--- config.mk ---
export PLATFORM = sky130hd
export DESIGN_NAME = bfsk_queue
export DESIGN_NICKNAME = d
export VERILOG_FILES = /design/src/hdl/bfsk_pkg.sv /design/src/hdl/bfsk_queue.sv
export SDC_FILE = /design/constraint.sdc
export NUM_CORES = 1
export LEC_CHECK = 0
export BUFFER_PORTS_ARGS = -buffer_cell sky130_fd_sc_hd__buf_2
export CAP_MARGIN = 15
export CORE_ASPECT_RATIO = 1.5
export CORE_MARGIN = 2
export CORE_UTILIZATION = 52
export CTS_CLUSTER_DIAMETER = 100
export CTS_CLUSTER_SIZE = 16
export DETAILED_ROUTE_END_ITERATION = 16
export PLACE_DENSITY = 0.79
export RECOVER_POWER = 50
export SLEW_MARGIN = 5
export SYNTH_ARGS = -nofsm -noshare
export SYNTH_HDL_FRONTEND = slang
export SYNTH_SLANG_ARGS = --single-unit
--- constraint.sdc ---
create_clock -name clock -period 13.1 [get_ports clock]
set_clock_uncertainty 0.2 [all_clocks]
set_input_delay 0.655 -clock clock [delete_from_list [all_inputs] [get_ports clock]]
set_output_delay 0.655 -clock clock [all_outputs]
set_load 0.005 [all_outputs]
--- src/hdl/bfsk_pkg.sv ---
`timescale 1ns / 1ps
package bfsk_pkg;

   localparam int unsigned MAX_HASHES = 7;
   localparam logic [31:0] MULT_RESET = 32'd12345;
   localparam logic [31:0] MULT_STEP = 32'd123;
   localparam logic [31:0] H1_MUL = 32'd25536;
   localparam logic [31:0] H5_MUL = 32'd12345;
   localparam logic [31:0] H6_MUL = 32'd345;
   localparam logic [31:0] H0_MUL = 32'd128;

   typedef struct packed {
      logic        action;
      logic [31:0] h0;
      logic [31:0] h1;
      logic [31:0] h2;
      logic [31:0] h3;
      logic [31:0] h4;
      logic [31:0] h5;
      logic [31:0] h6;
   } key_job_type;

   function automatic logic [31:0] mag32(input logic [31:0] u);
      mag32 = u[31] ? (32'd0 - u) : u;
   endfunction

endpackage

--- src/hdl/bfsk_queue.sv ---
`timescale 1ns / 1ps
module bfsk_queue (
   input  logic                  clock,
   input  logic                  reset,
   input  logic                  in_valid,
   output logic                  in_ready,
   input  bfsk_pkg::key_job_type in_job,
   output logic                  out_valid,
   input  logic                  out_ready,
   output bfsk_pkg::key_job_type out_job
);
   import bfsk_pkg::*;

   // two-entry queue between front and back
   key_job_type ent_ff [2];
   logic [1:0]  cnt_ff, cnt_in;
   logic        wp_ff, wp_in, rp_ff, rp_in;
   logic        push, pop;

   assign in_ready  = (cnt_ff != 2'd2);
   assign out_valid = (cnt_ff != 2'd0);
   assign out_job   = ent_ff[rp_ff];
   assign push = in_valid && in_ready;
   assign pop  = out_valid && out_ready;

   always_comb begin
      wp_in  = push ? ~wp_ff : wp_ff;
      rp_in  = pop ? ~rp_ff : rp_ff;
      cnt_in = cnt_ff + {1'b0, push} - {1'b0, pop};
   end

   always_ff @(posedge clock) begin
      if (push) ent_ff[wp_ff] <= in_job;
      if (reset) begin
         cnt_ff <= '0;
         wp_ff  <= 1'b0;
         rp_ff  <= 1'b0;
      end else begin
         cnt_ff <= cnt_in;
         wp_ff  <= wp_in;
         rp_ff  <= rp_in;
      end
   end

   a_no_overflow: assert property (@(posedge clock) disable iff (reset)
      cnt_ff == 2'd2 |-> !in_ready)
      else $error("queue overflow");
   a_count: assert property (@(posedge clock) disable iff (reset)
      (push && !pop) |=> cnt_ff == $past(cnt_ff) + 2'd1)
      else $error("queue count slip");
   a_ptrs: assert property (@(posedge clock) disable iff (reset)
      (cnt_ff == 2'd0 || cnt_ff == 2'd2) |-> wp_ff == rp_ff)
      else $error("queue pointer mismatch");

endmodule

==> impl_metrics.tcl <==
set metrics [dict create \
    p_int_mw 2.82 \
    rsz0062_at_grt "false" \
    first_pass_iters 5 \
    cts_resized 0 \
    fin_crit_sh 0.463 \
    pwr_density_cell_nw_per_um2 183 \
    slowest_delay_ns 2.36 \
    grt.overflow.total 0 \
    worstSetupStartpointType "flop" \
    holdWs_ns 0.114 \
    grt_pass1_vias 8719 \
    dpl_cell_area_sq_um 19700 \
    htree_num_levels 2 \
    root_buffer "clkbuf_16" \
    path_cells "nand2b_1 > and3_1 > clkbuf_1 > buf_4" \
    track_usage 0.196 \
    arrival_ns 6.01 \
    io_buffers 455 \
    final_cell_mix "450 x edfxtp_1, 333 x buf_2, 150 x mux2_4, 128 x clkbuf_1, 76 x mux2_2" \
    dp_hpwl_um 24900 \
    violations "capacitance limit, slew limit" \
    wl_per_cell_um 21.6 \
    clock_tree.buffer_depth 3 \
    syn_to_final_growth_pct 20.3 \
    hold_viol 0 \
    slew_viol_final 135 \
    die_area_sq_um 34300 \
    drc 0 \
    rows 81 \
    syn_avg_cell_area_sq_um 23.6 \
    cts_hold_buf 0 \
    path_class "flop to flop" \
    slowest_stage "clkbuf_1" \
    pre_cts_ws_ns 8.95 \
    r2r_slack_ns 7.03 \
    peakVddDrop_uv 137 \
    post_drt_via_cell_ratio 5.20 \
    rr_worst_depth 4 \
    synthTopCellsByArea "edfxtp_1 79%, mux2_4 13%, mux2_2 5.0%, buf_6 1.2%, dfxtp_1 0.59%" \
    fp.dieW_um 152 \
    clock_latency_ns 0.52 \
    worstMarginPinSlew_ns 3.22 \
    p_leak_nw 7.63 \
    yosys_warnings 0 \
    die_h_um 226 \
    start_util 0.527 \
    p_sw_frac 0.249 \
    cp_max_fo 62 \
    fin_setup_tns_ns 0 \
    maxCapViolations 3 \
    relSlewSlack -1.14 \
    power_mw 3.76 \
    grt_start_max_net_pins 81 \
    min_period_ns 6.07 \
    final_cell_area_sq_um 20500 \
    outcome "finished, violations left" \
    drt_wl_total_um 35200 \
    drtIter0Drc 536 \
    hold_path.class "input port to flop" \
    fin_ws_ns 7.03 \
    postCtsSetupRepairBufs 0 \
    vias 8487 \
    syn-cell-area_sq_um 17100 \
    cts_buffers 34 \
    r2r_end "ent_ff[1][211]" \
    antenna_left 0 \
    cts_num_sinks 455 \
    end_kind "flop" \
    p_comb_frac 0.239 \
    setup_violations 0 \
    clk_pin_slew_worst_paths_ns 0.07 \
    max_freq_mhz 165 \
    startpoint "cnt_ff[0]" \
    final_common_cell "edfxtp_1" \
    cts_tree "built" \
    io_pins 456 \
    pwr-share-clk 0.253 \
    syn-num-nets 955 \
    r2r-start "cnt_ff[0]" \
    design.core.area_sq_um 32400 \
    min_from "in_job[43]" \
    hold_depth 1 \
    fin_nets 1430 \
    drive_gt1_frac 0.503 \
    ys_seq_area_frac 0.797 \
    place_congestion 0.839 \
    synth.distinct_cells 17 \
    syn_inst 724 \
    cp.required_ns 13.05 \
    p_switching_uw 937 \
    grt_pass1_wl_um 50200 \
    seq_power_share 0.508 \
    ys_ff_latch 455 \
    yosysTopAreaCell "edfxtp_1" \
    antenna_found_initial 10 \
    hold_path_end "ent_ff[0][43]" \
    synth_top_area_share 0.791 \
]
==> critical path, delay by kind of cell, from the launching register on <==
family / cells / cell delay [ns]
flops: 1 / 0.36
simple gates: 2 / 1.74
buf+inv: 2 / 3.28
==> final cells by class <==
type                            count  area (sq um)
Sequential cell                   455         13600
Fill cell                        2356         11900
Multi-Input combinational cell    243          3220
Timing Repair Buffer              464          2190
Clock buffer                       43           948
Tap cell                          415           519
Antenna cell                       10          25.0
Clock inverter                      1          11.3
Inverter                            1          3.75
==> Yosys cell counts (all sizes together) <==
cell	number
edfxtp	450
mux2	226
buf	25
dfxtp	5
nor2	5
ha	2
nor2b	2
xnor2	2
and3	1
inv	1
nand2	1
nand2b	1
o21a	1
or2	1
xor2	1
==> layer usage <==
layer / share of wire / up-vias / global-route usage
met4: 0.056 / 2 / 0.114
met3: 0.066 / 103 / 0.0530
met5: 0.00037 / - / 0
li1: - / 3824 / -
met2: 0.54 / 341 / 0.348
met1: 0.33 / 4217 / 0.209
==> flip-flops by register name, indices dropped and copies added, names as in the netlist, named ones only <==
signal and flops:
cnt_ff 2, ent_ff 450, rp_ff 1, wp_ff 1
==> how the worst max path moves through the flow <==
stage                                end  depth (start not counted)
after floorplan             ent_ff[0][0]                          2
after global placement        out_job[4]                          4
after detailed placement      out_job[4]                          4
after CTS                     out_job[4]                          4
after global routing       ent_ff[1][94]                          4
final                     ent_ff[1][211]                          4
==> logic make-up after synthesis <==
family | after synthesis | synth area share
AOI/OAI and AO/OA | 1 | 0.000440
buffers and inverters | 26 | 0.0141
DFF | 455 | 0.797
muxes | 226 | 0.182
adders and majority gates | 2 | 0.00147
xor gates and xnor gates | 3 | 0.00154
and+or+nand+nor | 11 | 0.00315
==> power groups by stage <==
stage	registers, mW	clock network [mW]	logic (mW)
2_1_floorplan	1.96	0	0.600
3_3_place_gp	1.93	0	0.903
3_5_place_dp	1.94	0	0.914
4_1_cts	1.91	0.978	0.916
5_1_grt	1.92	1.03	0.960
6_report	1.91	0.951	0.897
==> per-stage QoR <==
step	utilization	cells
global placement	0.608	1578
global route	0.633	1631
detailed placement	0.608	1578
CTS	0.638	1622
floorplan	-	724
finish	0.633	1632
No activity file was read; power rests on OpenSTA's default activity.
